===== src/hw/rtl/pfp_pkg.sv =====
// Shared types and constants for the page frame pool with LRU replacement.
// No dependencies.
package pfp_pkg;

  localparam int N_FRAMES_DEF  = 16;
  localparam int PAGE_W        = 32;
  localparam int PIN_W         = 16;
  localparam int STAMP_W       = 32;
  localparam int FIDX_W        = 4;
  localparam int QUEUE_DEPTH   = 2;

  localparam logic [PIN_W-1:0] PIN_MAX = '1;

  typedef enum logic [1:0] {
    CMD_FETCH = 2'd0,
    CMD_UNPIN = 2'd1,
    CMD_NEW   = 2'd2,
    CMD_FLUSH = 2'd3
  } cmd_t;

  typedef enum logic [2:0] {
    ST_HIT        = 3'd0,
    ST_LOADED     = 3'd1,
    ST_CREATED    = 3'd2,
    ST_NO_FREE    = 3'd3,
    ST_UNPINNED   = 3'd4,
    ST_NOT_RES    = 3'd5,
    ST_FLUSHED    = 3'd6,
    ST_NONE_DIRTY = 3'd7
  } status_t;

  // Classified request handed from the front to the engine.
  typedef struct packed {
    cmd_t              op;
    logic [PAGE_W-1:0] key;
    logic              mark_dirty;
  } req_t;

  typedef struct packed {
    status_t           status;
    logic [FIDX_W-1:0] frame_index;
    logic [PAGE_W-1:0] result_page_id;
    logic              writeback_valid;
    logic [PAGE_W-1:0] writeback_page_id;
    logic              load_valid;
    logic              last;
  } res_t;

endpackage


===== src/hw/rtl/pfp_if.sv =====
// Valid/ready channel interfaces for the page frame pool.
// Depends on nothing; widths match the fields of pfp_pkg.
interface pfp_in_if;
  logic        valid;
  logic        ready;
  logic [1:0]  command;
  logic [31:0] page_id;
  logic        mark_dirty;
  logic [31:0] new_page_id;

  modport source (output valid, command, page_id, mark_dirty, new_page_id, input ready);
  modport sink   (input valid, command, page_id, mark_dirty, new_page_id, output ready);
endinterface

interface pfp_out_if;
  logic        valid;
  logic        ready;
  logic [2:0]  status;
  logic [3:0]  frame_index;
  logic [31:0] result_page_id;
  logic        writeback_valid;
  logic [31:0] writeback_page_id;
  logic        load_valid;
  logic        last;

  modport source (output valid, status, frame_index, result_page_id, writeback_valid,
                  writeback_page_id, load_valid, last, input ready);
  modport sink   (input valid, status, frame_index, result_page_id, writeback_valid,
                  writeback_page_id, load_valid, last, output ready);
endinterface


===== src/hw/rtl/pfp_front.sv =====
// Front end: accepts items, classifies them into requests, two-entry queue.
// Depends on pfp_pkg and pfp_in_if.
module pfp_front (
  input  logic           clk,
  input  logic           rst_n,
  pfp_in_if.sink         in_ch,
  output logic           req_valid,
  output pfp_pkg::req_t  req,
  input  logic           req_pop
);

  pfp_pkg::req_t q_r [pfp_pkg::QUEUE_DEPTH];
  logic          wr_ptr_r, rd_ptr_r;
  logic [1:0]    cnt_r;
  logic          push;
  pfp_pkg::req_t cls;

  // pick the key id by command
  always_comb begin
    cls.op         = pfp_pkg::cmd_t'(in_ch.command);
    cls.mark_dirty = in_ch.mark_dirty;
    cls.key        = (cls.op == pfp_pkg::CMD_NEW) ? in_ch.new_page_id : in_ch.page_id;
  end

  assign in_ch.ready = (cnt_r != 2'(pfp_pkg::QUEUE_DEPTH));
  assign push        = in_ch.valid && in_ch.ready;
  assign req_valid   = (cnt_r != 2'd0);
  assign req         = q_r[rd_ptr_r];

  always_ff @(posedge clk) begin
    if (!rst_n) begin
      wr_ptr_r <= 1'b0;
      rd_ptr_r <= 1'b0;
      cnt_r    <= 2'd0;
    end else begin
      if (push) begin
        q_r[wr_ptr_r] <= cls;
        wr_ptr_r      <= ~wr_ptr_r;
      end
      if (req_pop) rd_ptr_r <= ~rd_ptr_r;
      cnt_r <= cnt_r + 2'(push) - 2'(req_pop);
    end
  end

endmodule


===== src/hw/rtl/pfp_engine.sv =====
// Back end: frame table, one-frame-per-cycle scan for lookup and victim choice,
// flush sweep, and the output register. Depends on pfp_pkg.
module pfp_engine #(
  parameter int N_FRAMES = pfp_pkg::N_FRAMES_DEF
) (
  input  logic           clk,
  input  logic           rst_n,
  input  logic           req_valid,
  input  pfp_pkg::req_t  req,
  output logic           req_pop,
  output logic           out_valid,
  output pfp_pkg::res_t  out_res,
  input  logic           out_ready
);

  localparam int IW = (N_FRAMES > 1) ? $clog2(N_FRAMES) : 1;
  localparam int CW = IW + 1;
  localparam logic [CW-1:0] CNT_END  = CW'(N_FRAMES);
  localparam logic [IW-1:0] LAST_IDX = IW'(N_FRAMES - 1);
  localparam int PW = pfp_pkg::PAGE_W;
  localparam int NW = pfp_pkg::PIN_W;
  localparam int SW = pfp_pkg::STAMP_W;

  typedef enum logic [2:0] {
    S_IDLE, S_SCAN, S_DECIDE, S_EMIT, S_FL_SCAN, S_FL_GOT, S_FL_END
  } state_t;

  function automatic logic [pfp_pkg::FIDX_W-1:0] fidx(input logic [IW-1:0] i);
    logic [IW+pfp_pkg::FIDX_W-1:0] e;
    e = (IW + pfp_pkg::FIDX_W)'(i);
    return e[pfp_pkg::FIDX_W-1:0];
  endfunction

  // frame table storage
  logic [PW-1:0] page_mem  [N_FRAMES];
  logic [NW-1:0] pins_mem  [N_FRAMES];
  logic [SW-1:0] stamp_mem [N_FRAMES];
  logic [PW-1:0] rd_page;
  logic [NW-1:0] rd_pins;
  logic [SW-1:0] rd_stamp;

  logic [N_FRAMES-1:0] valid_r, dirty_r;
  logic [SW-1:0]        ctr_r;

  state_t        state_r;
  pfp_pkg::req_t req_r;
  logic [CW-1:0] cnt_r;
  logic [IW-1:0] ci, cidx_r;
  logic          cvld_r;

  logic          hit_vld_r;
  logic [IW-1:0] hit_idx_r;
  logic [NW-1:0] hit_pins_r;
  logic          best_vld_r, best_wb_r;
  logic [IW-1:0] best_idx_r;
  logic [SW-1:0] best_stamp_r;
  logic [PW-1:0] best_page_r;

  pfp_pkg::res_t res_r, res_nxt, ores_r, pend_r, emit_res;
  logic          ovld_r, pend_vld_r, can_push, ovld_set;

  // write port control
  logic          we_page, we_pins, we_stamp, set_valid, clr_dirty, set_dirty, stamp_inc;
  logic [IW-1:0] wa;
  logic [NW-1:0] wpins;

  // compare stage
  logic          c_valid, c_match, c_cand;
  logic [NW-1:0] c_pins;
  logic [SW-1:0] c_stamp;

  assign ci       = cnt_r[IW-1:0];
  assign can_push = !ovld_r || out_ready;
  assign req_pop  = (state_r == S_IDLE) && req_valid;
  assign out_valid = ovld_r;
  assign out_res   = ores_r;

  always_ff @(posedge clk) begin
    if (we_page)  page_mem[wa]  <= req_r.key;
    if (we_pins)  pins_mem[wa]  <= wpins;
    if (we_stamp) stamp_mem[wa] <= ctr_r;
    rd_page  <= page_mem[ci];
    rd_pins  <= pins_mem[ci];
    rd_stamp <= stamp_mem[ci];
  end

  // a frame never loaded reads as unpinned with stamp zero
  always_comb begin
    c_valid = valid_r[cidx_r];
    c_pins  = c_valid ? rd_pins  : '0;
    c_stamp = c_valid ? rd_stamp : '0;
    c_match = c_valid && (rd_page == req_r.key);
    c_cand  = (c_pins == '0) && (!best_vld_r || (c_stamp < best_stamp_r));
  end

  always_comb begin
    we_page   = 1'b0;
    we_pins   = 1'b0;
    we_stamp  = 1'b0;
    set_valid = 1'b0;
    clr_dirty = 1'b0;
    set_dirty = 1'b0;
    stamp_inc = 1'b0;
    wa        = hit_idx_r;
    wpins     = hit_pins_r;
    res_nxt   = '{status: pfp_pkg::ST_NOT_RES, frame_index: '0, result_page_id: req_r.key,
                  writeback_valid: 1'b0, writeback_page_id: '0, load_valid: 1'b0,
                  last: 1'b1};
    if (state_r == S_DECIDE) begin
      if (hit_vld_r && (req_r.op == pfp_pkg::CMD_FETCH)) begin
        we_pins   = 1'b1;
        we_stamp  = 1'b1;
        stamp_inc = 1'b1;
        wpins     = (hit_pins_r == pfp_pkg::PIN_MAX) ? hit_pins_r : hit_pins_r + NW'(1);
        res_nxt.status      = pfp_pkg::ST_HIT;
        res_nxt.frame_index = fidx(hit_idx_r);
      end else if (req_r.op == pfp_pkg::CMD_UNPIN) begin
        if (hit_vld_r) begin
          we_pins   = 1'b1;
          set_dirty = req_r.mark_dirty;
          wpins     = (hit_pins_r == '0) ? hit_pins_r : hit_pins_r - NW'(1);
          res_nxt.status      = pfp_pkg::ST_UNPINNED;
          res_nxt.frame_index = fidx(hit_idx_r);
        end
      end else if (!best_vld_r) begin
        res_nxt.status = pfp_pkg::ST_NO_FREE;
      end else begin
        // install into the victim frame
        wa        = best_idx_r;
        wpins     = NW'(1);
        we_page   = 1'b1;
        we_pins   = 1'b1;
        we_stamp  = 1'b1;
        stamp_inc = 1'b1;
        set_valid = 1'b1;
        clr_dirty = 1'b1;
        res_nxt.status            = (req_r.op == pfp_pkg::CMD_FETCH) ?
                                    pfp_pkg::ST_LOADED : pfp_pkg::ST_CREATED;
        res_nxt.frame_index       = fidx(best_idx_r);
        res_nxt.writeback_valid   = best_wb_r;
        res_nxt.writeback_page_id = best_wb_r ? best_page_r : '0;
        res_nxt.load_valid        = (req_r.op == pfp_pkg::CMD_FETCH);
      end
    end
  end

  // what goes into the output register this cycle
  always_comb begin
    ovld_set = 1'b0;
    emit_res = res_r;
    if (state_r == S_EMIT) begin
      ovld_set = can_push;
    end else if (state_r == S_FL_GOT) begin
      ovld_set = pend_vld_r && can_push;
      emit_res = pend_r;
    end else if (state_r == S_FL_END) begin
      ovld_set = can_push;
      if (pend_vld_r) begin
        emit_res = pend_r;
      end else begin
        emit_res = '{status: pfp_pkg::ST_NONE_DIRTY, frame_index: '0,
                     result_page_id: '0, writeback_valid: 1'b0,
                     writeback_page_id: '0, load_valid: 1'b0, last: 1'b1};
      end
      emit_res.last = 1'b1;
    end
  end

  always_ff @(posedge clk) begin
    if (!rst_n) begin
      state_r    <= S_IDLE;
      valid_r    <= '0;
      dirty_r    <= '0;
      ctr_r      <= '0;
      ovld_r     <= 1'b0;
      pend_vld_r <= 1'b0;
      cvld_r     <= 1'b0;
      cnt_r      <= '0;
      hit_vld_r  <= 1'b0;
      best_vld_r <= 1'b0;
    end else begin
      if (ovld_set) begin
        ovld_r <= 1'b1;
        ores_r <= emit_res;
      end else if (out_ready) begin
        ovld_r <= 1'b0;
      end
      unique case (state_r)
        S_IDLE: begin
          if (req_valid) begin
            req_r      <= req;
            cnt_r      <= '0;
            cvld_r     <= 1'b0;
            hit_vld_r  <= 1'b0;
            best_vld_r <= 1'b0;
            pend_vld_r <= 1'b0;
            state_r    <= (req.op == pfp_pkg::CMD_FLUSH) ? S_FL_SCAN : S_SCAN;
          end
        end
        S_SCAN: begin
          if (cnt_r != CNT_END) cnt_r <= cnt_r + CW'(1);
          cvld_r <= (cnt_r != CNT_END);
          cidx_r <= ci;
          if (cvld_r) begin
            if (c_match && !hit_vld_r) begin
              hit_vld_r  <= 1'b1;
              hit_idx_r  <= cidx_r;
              hit_pins_r <= c_pins;
            end
            if (c_cand) begin
              best_vld_r   <= 1'b1;
              best_idx_r   <= cidx_r;
              best_stamp_r <= c_stamp;
              best_page_r  <= rd_page;
              best_wb_r    <= c_valid && dirty_r[cidx_r];
            end
            if (cidx_r == LAST_IDX) state_r <= S_DECIDE;
          end
        end
        S_DECIDE: begin
          if (set_valid) valid_r[wa] <= 1'b1;
          if (clr_dirty) dirty_r[wa] <= 1'b0;
          if (set_dirty) dirty_r[wa] <= 1'b1;
          if (stamp_inc) ctr_r <= ctr_r + SW'(1);
          res_r   <= res_nxt;
          state_r <= S_EMIT;
        end
        S_EMIT: begin
          if (can_push) state_r <= S_IDLE;
        end
        S_FL_SCAN: begin
          if (cnt_r == CNT_END) state_r <= S_FL_END;
          else if (valid_r[ci] && dirty_r[ci]) state_r <= S_FL_GOT;
          else cnt_r <= cnt_r + CW'(1);
        end
        S_FL_GOT: begin
          // hold one flushed result back so the final one can carry last
          if (!pend_vld_r || can_push) begin
            pend_vld_r  <= 1'b1;
            pend_r      <= '{status: pfp_pkg::ST_FLUSHED, frame_index: fidx(ci),
                             result_page_id: rd_page, writeback_valid: 1'b1,
                             writeback_page_id: rd_page, load_valid: 1'b0, last: 1'b0};
            dirty_r[ci] <= 1'b0;
            cnt_r       <= cnt_r + CW'(1);
            state_r     <= S_FL_SCAN;
          end
        end
        S_FL_END: begin
          if (can_push) begin
            pend_vld_r <= 1'b0;
            state_r    <= S_IDLE;
          end
        end
        default: state_r <= S_IDLE;
      endcase
    end
  end

  a_nofree_quiet: assert property (@(posedge clk) disable iff (!rst_n)
    ovld_r && (ores_r.status == pfp_pkg::ST_NO_FREE) |->
      !ores_r.writeback_valid && !ores_r.load_valid)
    else $error("no-free result carries writeback or load");

  a_load_only_on_miss: assert property (@(posedge clk) disable iff (!rst_n)
    ovld_r && ores_r.load_valid |-> ores_r.status == pfp_pkg::ST_LOADED)
    else $error("load request on a non-load result");

  a_stamp_step: assert property (@(posedge clk) disable iff (!rst_n)
    (state_r == S_DECIDE) && stamp_inc |=> ctr_r == $past(ctr_r) + SW'(1))
    else $error("stamp counter did not advance by one");

  a_flush_target: assert property (@(posedge clk) disable iff (!rst_n)
    state_r == S_FL_GOT |-> valid_r[ci] && dirty_r[ci])
    else $error("flush emitting a clean or empty frame");

endmodule


===== src/hw/rtl/page_frame_pool_lru.sv =====
// Top level of the page frame pool with LRU replacement.
// Depends on pfp_pkg, pfp_if, pfp_front and pfp_engine.
//
// Usage:
//   in_ch (valid/ready) takes one command item: fetch, unpin, new page or flush.
//   out_ch (valid/ready) returns one result per fetch, unpin or new page, and
//   one result per dirty frame for a flush (last marks the final one; a flush
//   with nothing dirty returns a single "nothing dirty" result).
//   Items pass a two-entry request queue ahead of the frame engine, so the
//   input keeps taking items while the engine works or the output stalls.
// Operation:
//   fetch / unpin / new page: the engine scans one frame per cycle through
//   the frame memory read port, doing lookup and victim choice in the same
//   pass, then decides and registers the result.
//   flush: the sweep stops at each dirty frame to take its result.
//   The engine takes a new item only once the previous one is finished.
// Reset: synchronous, active low; all frames become empty, pins, stamps and
//   dirty marks read as zero at once (no clearing pass).
// Stall: a result waits in the output register; the engine holds until it
//   is taken, and the input stalls only once the request queue is full.
module page_frame_pool_lru #(
  parameter int N_FRAMES = pfp_pkg::N_FRAMES_DEF
) (
  input  logic       clk,
  input  logic       rst_n,
  pfp_in_if.sink     in_ch,
  pfp_out_if.source  out_ch
);

  logic          req_valid, req_pop;
  pfp_pkg::req_t req;
  pfp_pkg::res_t res;

  pfp_front u_front (
    .clk       (clk),
    .rst_n     (rst_n),
    .in_ch     (in_ch),
    .req_valid (req_valid),
    .req       (req),
    .req_pop   (req_pop)
  );

  pfp_engine #(.N_FRAMES(N_FRAMES)) u_engine (
    .clk       (clk),
    .rst_n     (rst_n),
    .req_valid (req_valid),
    .req       (req),
    .req_pop   (req_pop),
    .out_valid (out_ch.valid),
    .out_res   (res),
    .out_ready (out_ch.ready)
  );

  // result item onto the output channel
  assign out_ch.status            = res.status;
  assign out_ch.frame_index       = res.frame_index;
  assign out_ch.result_page_id    = res.result_page_id;
  assign out_ch.writeback_valid   = res.writeback_valid;
  assign out_ch.writeback_page_id = res.writeback_page_id;
  assign out_ch.load_valid        = res.load_valid;
  assign out_ch.last              = res.last;

endmodule


===== src/flat_wrapper.sv =====
// flat-port wrapper written by rule: the top's interface ports become plain ports
module page_frame_pool_lru_flat 
#(
  parameter int N_FRAMES = pfp_pkg::N_FRAMES_DEF
)
  (clk, rst_n, in_ch_valid, in_ch_command, in_ch_page_id, in_ch_mark_dirty, in_ch_new_page_id, in_ch_ready, out_ch_valid, out_ch_status, out_ch_frame_index, out_ch_result_page_id, out_ch_writeback_valid, out_ch_writeback_page_id, out_ch_load_valid, out_ch_last, out_ch_ready);
  pfp_in_if in_ch_i ();
  pfp_out_if out_ch_i ();
  input  logic clk;
  input  logic rst_n;
  input wire logic [$bits(in_ch_i.valid)-1:0] in_ch_valid;
  input wire logic [$bits(in_ch_i.command)-1:0] in_ch_command;
  input wire logic [$bits(in_ch_i.page_id)-1:0] in_ch_page_id;
  input wire logic [$bits(in_ch_i.mark_dirty)-1:0] in_ch_mark_dirty;
  input wire logic [$bits(in_ch_i.new_page_id)-1:0] in_ch_new_page_id;
  output wire logic [$bits(in_ch_i.ready)-1:0] in_ch_ready;
  output wire logic [$bits(out_ch_i.valid)-1:0] out_ch_valid;
  output wire logic [$bits(out_ch_i.status)-1:0] out_ch_status;
  output wire logic [$bits(out_ch_i.frame_index)-1:0] out_ch_frame_index;
  output wire logic [$bits(out_ch_i.result_page_id)-1:0] out_ch_result_page_id;
  output wire logic [$bits(out_ch_i.writeback_valid)-1:0] out_ch_writeback_valid;
  output wire logic [$bits(out_ch_i.writeback_page_id)-1:0] out_ch_writeback_page_id;
  output wire logic [$bits(out_ch_i.load_valid)-1:0] out_ch_load_valid;
  output wire logic [$bits(out_ch_i.last)-1:0] out_ch_last;
  input wire logic [$bits(out_ch_i.ready)-1:0] out_ch_ready;
  assign in_ch_i.valid = in_ch_valid;
  assign in_ch_i.command = in_ch_command;
  assign in_ch_i.page_id = in_ch_page_id;
  assign in_ch_i.mark_dirty = in_ch_mark_dirty;
  assign in_ch_i.new_page_id = in_ch_new_page_id;
  assign in_ch_ready = in_ch_i.ready;
  assign out_ch_valid = out_ch_i.valid;
  assign out_ch_status = out_ch_i.status;
  assign out_ch_frame_index = out_ch_i.frame_index;
  assign out_ch_result_page_id = out_ch_i.result_page_id;
  assign out_ch_writeback_valid = out_ch_i.writeback_valid;
  assign out_ch_writeback_page_id = out_ch_i.writeback_page_id;
  assign out_ch_load_valid = out_ch_i.load_valid;
  assign out_ch_last = out_ch_i.last;
  assign out_ch_i.ready = out_ch_ready;
  page_frame_pool_lru #(.N_FRAMES(N_FRAMES)) u_core (.clk(clk), .rst_n(rst_n), .in_ch(in_ch_i), .out_ch(out_ch_i));
endmodule

===== config.mk =====
export PLATFORM = sky130hd
export DESIGN_NAME = page_frame_pool_lru_flat
export DESIGN_NICKNAME = d
export VERILOG_FILES = /design/src/hw/rtl/pfp_pkg.sv /design/src/hw/rtl/pfp_if.sv /design/src/hw/rtl/pfp_front.sv /design/src/hw/rtl/pfp_engine.sv /design/src/hw/rtl/page_frame_pool_lru.sv /design/src/flat_wrapper.sv
export SDC_FILE = /design/constraint.sdc
export NUM_CORES = 2
export LEC_CHECK = 0
export BUFFER_PORTS_ARGS = -buffer_cell sky130_fd_sc_hd__clkbuf_2
export CAP_MARGIN = 30
export CORE_MARGIN = 1.5
export CORE_UTILIZATION = 53
export CTS_BUF_LIST = sky130_fd_sc_hd__clkbuf_2
export DETAILED_ROUTE_END_ITERATION = 10
export HOLD_SLACK_MARGIN = 0.06
export PLACE_DENSITY = 0.69
export SYNTH_ARGS = -nofsm -noshare
export SYNTH_HDL_FRONTEND = slang
export SYNTH_SLANG_ARGS = --single-unit

===== constraint.sdc =====
create_clock -name clk -period 7.27 [get_ports clk]
set_clock_uncertainty 0.05 [all_clocks]
set_input_delay 1.454 -clock clk [delete_from_list [all_inputs] [get_ports clk]]
set_output_delay 1.454 -clock clk [all_outputs]
set_load 0.01 [all_outputs]

[Word-level counts from Yosys, hierarchy flattened]
Memories as Yosys holds them, arrays and structs flattened. A register that Yosys moved wholly into a read port is not among the register bits.
Index checks and enable logic that the tools add are counted.
Storage, ports and cells
  register bits after elaboration: 392
  memory bits (writable): 1350
  input bits: 71
  output and inout port bits: 76
  logic and storage cells: 236
  memories kept: 4
Cells by class
  add/sub/neg operators: 6
  $lt $le $gt $ge: 6
  equal/unequal tests: 27
  multiplexer cells: 98
  bitwise gates (word level): 10
  reductions and logical operators: 47
Memories
  u_core.u_engine.page_mem: depth 16, bits a word 32, read ports 1, clocked after memory_dff 1, wr ports 1, line pfp_engine.sv:35  | logic [PW-1:0] page_mem [N_FRAMES];
  u_core.u_engine.stamp_mem: depth 16, bits a word 32, read ports 1, clocked after memory_dff 1, wr ports 1, line pfp_engine.sv:37  | logic [SW-1:0] stamp_mem [N_FRAMES];
  u_core.u_engine.pins_mem: depth 16, bits a word 16, read ports 1, clocked after memory_dff 1, wr ports 1, line pfp_engine.sv:36  | logic [NW-1:0] pins_mem [N_FRAMES];
  u_core.u_front.q_r: depth 2, bits a word 35, read ports 1, clocked after memory_dff 1, wr ports 1, line pfp_front.sv:12  | pfp_pkg::req_t q_r [pfp_pkg::QUEUE_DEPTH];
Operators by type and width (count)
  74-bit two-way mux: 3
  16-bit two-way mux: 13
  72-bit two-way mux: 1
  32-bit two-way mux: 2
  1-bit two-way mux: 43
  32-bit by 1-bit adder with 32-bit output, second input constant: 1
  16-bit AND: 2
  32-bit == test: 1
  16-bit logical NOT: 2
  32-bit less-than comparator: 1
  16-bit inverter: 2
  16-bit bitwise OR: 2
  16-bit one-hot mux with 2 select lines: 1
  5-bit two-way mux: 6
  3-bit two-way mux: 8
  4-bit two-way mux: 6
  2-bit != test, second input constant: 10
  5-bit one-hot mux with 4 select lines: 1
  4-bit AND reduction: 5
  3-bit one-hot mux with 6 select lines: 1
  16-bit by 1-bit adder with 16-bit output, second input constant: 1
  1-bit binary-select mux with 4-bit select: 4
  16-bit == test, second input constant: 1
  16-bit by 1-bit subtractor with 16-bit output, second input constant: 1
  35 further kinds: 76

[Depth between registers and ports, before layout]
  depth in word-level cells: 16
  gate-level depth with buffers: 13
  mapped depth without buffers: 10

[Cells and area by module]
From an unflattened synthesis, not the netlist that was laid out.
Second synthesis, totals
  cells, all modules: 3388
  area total of the unflattened synthesis: 69927.1 µm²
Modules (own cells, without submodules)
  pfp_engine: times used 1, cells each 3218, area an instance 66617.6 µm², seq. area each 50918.8 µm²
  pfp_front: times used 1, cells each 170, area an instance 3309.4 µm², seq. area each 2202.1 µm²

[Least setup slack after synthesis]
No wires, ideal clock.
  path type: register to register
  from: register u_core.u_engine.req_r[34] (netlist name)
  to: memory u_core.u_engine.stamp_mem[0][0] (netlist name) (enable)
  library setup time: 0.421 ns
  arrival: 5.441 ns
  required time: 6.799 ns
  setup slack: 1.358 ns
  cell stages (with the launch flop): 9
  path buffers: 2
  clock period less this slack: 5.912 ns
  path through: edfxtp_1 clkbuf_1 nand2b_1 nand4_1 or3_1 clkbuf_1 nor3_1 a21oi_1 nor2_1
On the way
  longest elaborated chain between the ends: 6
  elaborated cells on any way between the ends: 11
  those cells by class: eq/ne: 1; mux: 8; reduce/logical: 2
Ends and longest elaborated chain
  start: declaration: line pfp_engine.sv:46  | pfp_pkg::req_t req_r;
  start signal: assignment: line pfp_engine.sv:191  | req_r <= req;
  2-bit by 1-bit == test with 1-bit output or 2-bit logical NOT (tied branches): line pfp_engine.sv:117, pfp_engine.sv:110
  1-bit two-way mux or 1-bit logical AND (tied branches): line pfp_engine.sv:117, pfp_engine.sv:110
  1-bit two-way mux: line pfp_engine.sv:110  | if (hit_vld_r && (req_r.op == pfp_pkg::CMD_FETCH)) begin
  1-bit two-way mux: line pfp_engine.sv:109  | if (state_r == S_DECIDE) begin
  1-bit two-way mux: line pfp_engine.sv:81  | if (we_stamp) stamp_mem[wa] <= ctr_r;
  1-bit two-way mux (not written as such): line pfp_engine.sv:81
  end: declaration: line pfp_engine.sv:37
Several ways; a longest one is shown, not always the timed one.

[Worst setup path after layout]
  from: register u_core.u_engine.state_r[1]
  to: memory u_core.u_engine.stamp_mem[12][18] (netlist name) (enable)
On the way
  longest elaborated chain between the ends: 4
  elaborated cells on any way between the ends: 5
  those cells by class: eq/ne: 1; mux: 4
Ends and longest elaborated chain
  start: declaration: line pfp_engine.sv:45  | state_t state_r;
  start signal: assignment: line pfp_engine.sv:197  | state_r <= (req.op == pfp_pkg::CMD_FLUSH) ? S_FL_SCAN : S_SCAN;
  3-bit by 2-bit == test with 1-bit output (*): line pfp_engine.sv:109
  1-bit two-way mux: line pfp_engine.sv:109
  1-bit two-way mux: line pfp_engine.sv:81
  1-bit two-way mux (not written as such): line pfp_engine.sv:81
Mark *: on every way between the ends. The rest lies on a longest branch, timed or not.

==> impl_summary.log <==
INFO  metric pwr-share-seq = 57.3%
INFO  metric routed_wirelength = 159000 µm
INFO  metric worst_path_fanout_max = 35
INFO  metric die_height = about 370 µm
INFO  metric cap_violations = 0
INFO  metric core_area = between 100000 and 150000 µm²
INFO  metric number_of_cell_instances_on_the_worst_register_to_register_path = 8
INFO  metric synth_top_area_share = around 70%
INFO  metric groute.layer.met2.usage = 36.4%
INFO  metric setup-violations-final = 0
INFO  metric drt-vias-per-instance = 5.94
INFO  metric netSwitchingPower = roughly 0.0057 W
INFO  metric synth_warnings = 0
INFO  metric fp.dieArea = about 130000 µm²
INFO  metric clkPwrFrac = about 30%
INFO  metric result_of_the_run = complete, no violations
INFO  metric rr_endpoint = u_core.u_engine.stamp_mem[12][18]
INFO  metric synth_simple_gate_area_share = slightly above 4%
INFO  metric worst_setup_path_endpoint = u_core.u_engine.stamp_mem[12][18]
INFO  metric dp_hpwl = 88500 µm
INFO  metric clock_sink_count = roughly 1800
INFO  metric grt_remaining_overflow = 0
INFO  metric multiInputGateArea = 16300 µm²
INFO  metric netlist_top_cells_count = 1661 x edfxtp_1, 410 x mux4_2, 162 x dfxtp_1, 120 x clkbuf_1, 95 x and2_1
INFO  metric synth_ff_type = edfxtp_1
INFO  metric tritoncts = done
INFO  metric syn-mean-instance-area = 20.4 µm²
INFO  metric post-route-period-util = between 70% and 80%
INFO  metric hold_violations = 0
INFO  metric top_usage_layer = met2
INFO  metric number_of_synthesized_flops_with_an_enable_pin = approximately 1700
INFO  metric antenna_violating_nets_post_route = 0
INFO  metric post-cts-setup-buffer-count = 0
INFO  metric layout.cell_area.non_filler = about 78000 µm²
INFO  metric placed_instance_area = about 73000 µm²
INFO  metric grt_max_degree = between 150 and 200
INFO  metric cts_resized = 0
INFO  metric crit_buf_inv = 2
INFO  metric drt_pass1_iterations = 6
INFO  metric initial_core_util = between 50% and 60%
INFO  metric crit_start = u_core.u_engine.state_r[1]
INFO  metric post-route-drc-count = 0
INFO  metric syn-instance-count = roughly 3400
INFO  metric clk_pin_slew = roughly 0.10 ns
INFO  metric synth_compound_area_share = 2.76%
INFO  metric cts_hold_buf = 71
INFO  metric yosysSeqAreaShare = between 70% and 80%
INFO  metric gpl.final_weighted_congestion = ~0.90
INFO  metric number_of_global_route_vias_before_repair = roughly 37000
INFO  metric hp-class = register to register
INFO  metric required_worst_endpoint = ~8.5 ns
INFO  metric mappedNetlistArea = 70000 µm²
INFO  metric final.fill_count = 9557
INFO  metric design.final.nets = 4121
INFO  metric largest_family_of_logic_cells_by_synthesized_area = multiplexers
INFO  metric relSlewSlack = 20.0%
INFO  metric yosysMostFrequentCell = edfxtp_1
INFO  metric critical_path.reg2reg.startpoint = u_core.u_engine.state_r[1]
INFO  metric global_route.usage.met3 = ~6%
INFO  metric postSynthNetCount = around 3500
INFO  metric floorplan.die.width = 366 µm
INFO  metric post-place-cells = between 5000 and 6000
INFO  metric critPathSlowestCell = buf_4
INFO  metric wire_per_inst = ~26 µm
INFO  metric tns = 0 ns
INFO  metric crit_path_frequent_cell = buf_4
INFO  metric synth_top_cells_by_area = edfxtp_1 71%, mux4_2 13%, dfxtp_1 4.6%
INFO  metric clock-root-buffer = clkbuf_2
INFO  metric io_pins = about 150
INFO  metric p_comb_share = approximately 13%
INFO  metric port-buffer-count = about 150
INFO  metric worst-slew-pin-transition = roughly 1.2 ns
INFO  metric synth_cell_type_count = a little under 80
INFO  metric clock_path_buffers = 4
INFO  metric fraction_of_final_layout_cells_with_drive_strength_greater_than_1 = between 30% and 40%
INFO  metric power.ir.vdd_worst = about 220 µV
INFO  metric power_report.internal_total = about 0.016 W
INFO  metric maximum_clock_frequency = 188 MHz
INFO  metric layout.area.seq = ~53000 µm²
INFO  metric layout_min_cycle_time = 5.31 ns
INFO  metric fin_worst_hold_slack = 0.296 ns
INFO  metric ys_ff_latch = 1823
INFO  metric clock_latency = roughly 1.8 ns
INFO  metric synth_largest_area_cell = edfxtp_1
INFO  metric power_leakage = between 20 and 30 nW
INFO  metric gr-usage-all-layers = a little under a quarter
INFO  metric flow.area_growth_from_synthesis = 11.7%
INFO  metric num_vias = ~36000
INFO  metric setup.reg_to_reg.worst_slack = roughly 2 ns
INFO  metric fraction_of_synthesis_flops_using_an_asynchronous_set_or_reset_pin = 0%
INFO  metric cpLargestDelayFamily = simple AND/OR/NAND/NOR gates
INFO  metric final-max-slew-violation-count = 0
INFO  metric synth-adder-area-share = 0.733%
INFO  metric drt-initial-drc-count = between 4000 and 5000
INFO  metric numCtsBuffers = between 400 and 500
INFO  metric powerDensity = about 280 nW/µm²
INFO  metric rsz0062_at_grt = false
INFO  metric num_rows = between 100 and 150
INFO  metric cpPeakStageDelay = about 0.75 ns
INFO  metric power.switching_fraction = 26.3%
INFO  metric worstSetupStartpointType = register
INFO  metric post_layout_nonfiller_instances = 6117
INFO  metric crit_path_end_kind = register
INFO  metric critical_path_cell_count = 8
INFO  metric htreeDepth = 5
INFO  metric initial_antenna_violation_count = 3
INFO  metric post_synth_mux_area_share = between 10% and 20%
INFO  metric wire_length_of_the_first_global_routing_pass = 236000 µm
INFO  metric timing.critical_path.cells = or3b_1, nor4_2, nand3_1, nor3_4, buf_4, a21oi_1, nor2_4, buf_4
INFO  metric cp.arrival = 6.55 ns
INFO  metric path_class = register to register
INFO  metric grt_util_met1 = approximately a third
INFO  metric synth-xor-area-share = 0.826%
through the flow:
stage | power, W | utilization [%] | setup slack, ns
2_1_floorplan | 0.0144 | - | 1.36
3_3_place_gp | 0.0153 | 55.7 | 2.29
3_5_place_dp | 0.0153 | 56.0 | 2.12
4_1_cts | 0.0219 | 59.5 | 2.01
5_1_grt | 0.0226 | 59.6 | 1.73
6_report | 0.0216 | 59.6 | 1.96
logic make-up after synthesis:
group,Yosys count
buf+inv,225
compound gates,265
simple gates,522
mux,489
xor+xnor,66
fa+ha+maj,41
flops,1823
how the worst min path moves through the flow:
stage / slack (ns) / from / to / cells past startpoint
3_3_place_gp: 0.41 / u_core.u_engine.rd_page[8] / u_core.u_engine.pend_r[10] / 0
5_1_grt: 0.32 / in_ch_page_id[1] / u_core.u_front.q_r[0][2] / 3
4_1_cts: 0.23 / in_ch_new_page_id[3] / u_core.u_front.q_r[0][4] / 3
2_1_floorplan: 0.37 / u_core.u_engine.cnt_r[2] / u_core.u_engine.cidx_r[2] / 0
6_report: 0.30 / u_core.u_engine.rd_page[25] / u_core.u_engine.best_page_r[25] / 0
3_5_place_dp: 0.42 / u_core.u_engine.rd_page[3] / u_core.u_engine.best_page_r[3] / 0
registers in the layout, indices dropped and copies added, names as in the netlist, 32 cells and up, named ones only:
signal / count
u_core.u_engine.page_mem: 512
u_core.u_engine.pend_r: 36
u_core.u_engine.ctr_r: 32
u_core.u_engine.req_r: 35
u_core.u_engine.res_r: 73
u_core.u_engine.pins_mem: 256
u_core.u_engine.out_res: 74
u_core.u_front.q_r: 70
u_core.u_engine.stamp_mem: 512
u_core.u_engine.rd_stamp: 32
u_core.u_engine.rd_page: 32
u_core.u_engine.best_stamp_r: 32
u_core.u_engine.best_page_r: 32
power by group through the flow:
| stage | clock network, W | registers, W | logic [W] |
|---|---|---|---|
| after CTS | 0.00674 | 0.0124 | 0.00274 |
| after floorplan | 0 | 0.0124 | 0.00200 |
| after detailed placement | 0 | 0.0126 | 0.00270 |
| after global placement | 0 | 0.0126 | 0.00266 |
| final | 0.00654 | 0.0124 | 0.00270 |
| after global routing | 0.00727 | 0.0124 | 0.00290 |
placed cells by master (no fill, tap or decap), drive strengths merged, types with 5 or more instances in the layout:
cell and count:
a211oi 6, a21oi 44, a22o 74, a31oi 12
and2 95, and3 48, and4 5, buf 92
clkbuf 842, clkinv 91, dfxtp 162, diode 5
dlygate4sd3 71, edfxtp 1661, ha 41, inv 51
mux2 70, mux2i 9, mux4 410, nand2 65
nand2b 14, nand3 69, nand3b 6, nand4 38
nor2 88, nor2b 13, nor3 25, nor3b 6
nor4 24, o211ai 5, o21a 23, o21ai 45
o221ai 17, or3 7, or4 6, xnor2 41
xor2 25
cell type report:
type | count | share of cell area, %
diodes | 5 | 0.0160
clock buffers | 697 | 4.46
clock inverters | 95 | 0.619
inverters | 51 | 0.246
multi-input cells | 1383 | 20.9
flip-flops and latches | 1823 | 67.9
well taps | 1755 | 2.81
repair buffers | 308 | 3.00
per-layer routing:
metal	routed length [µm]	part of all wire [%]
met5	0	0
met4	4170	2.6
met1	66100	42
met2	74700	47
met3	14300	9.0
No activity file was read; power rests on OpenSTA's default activity.
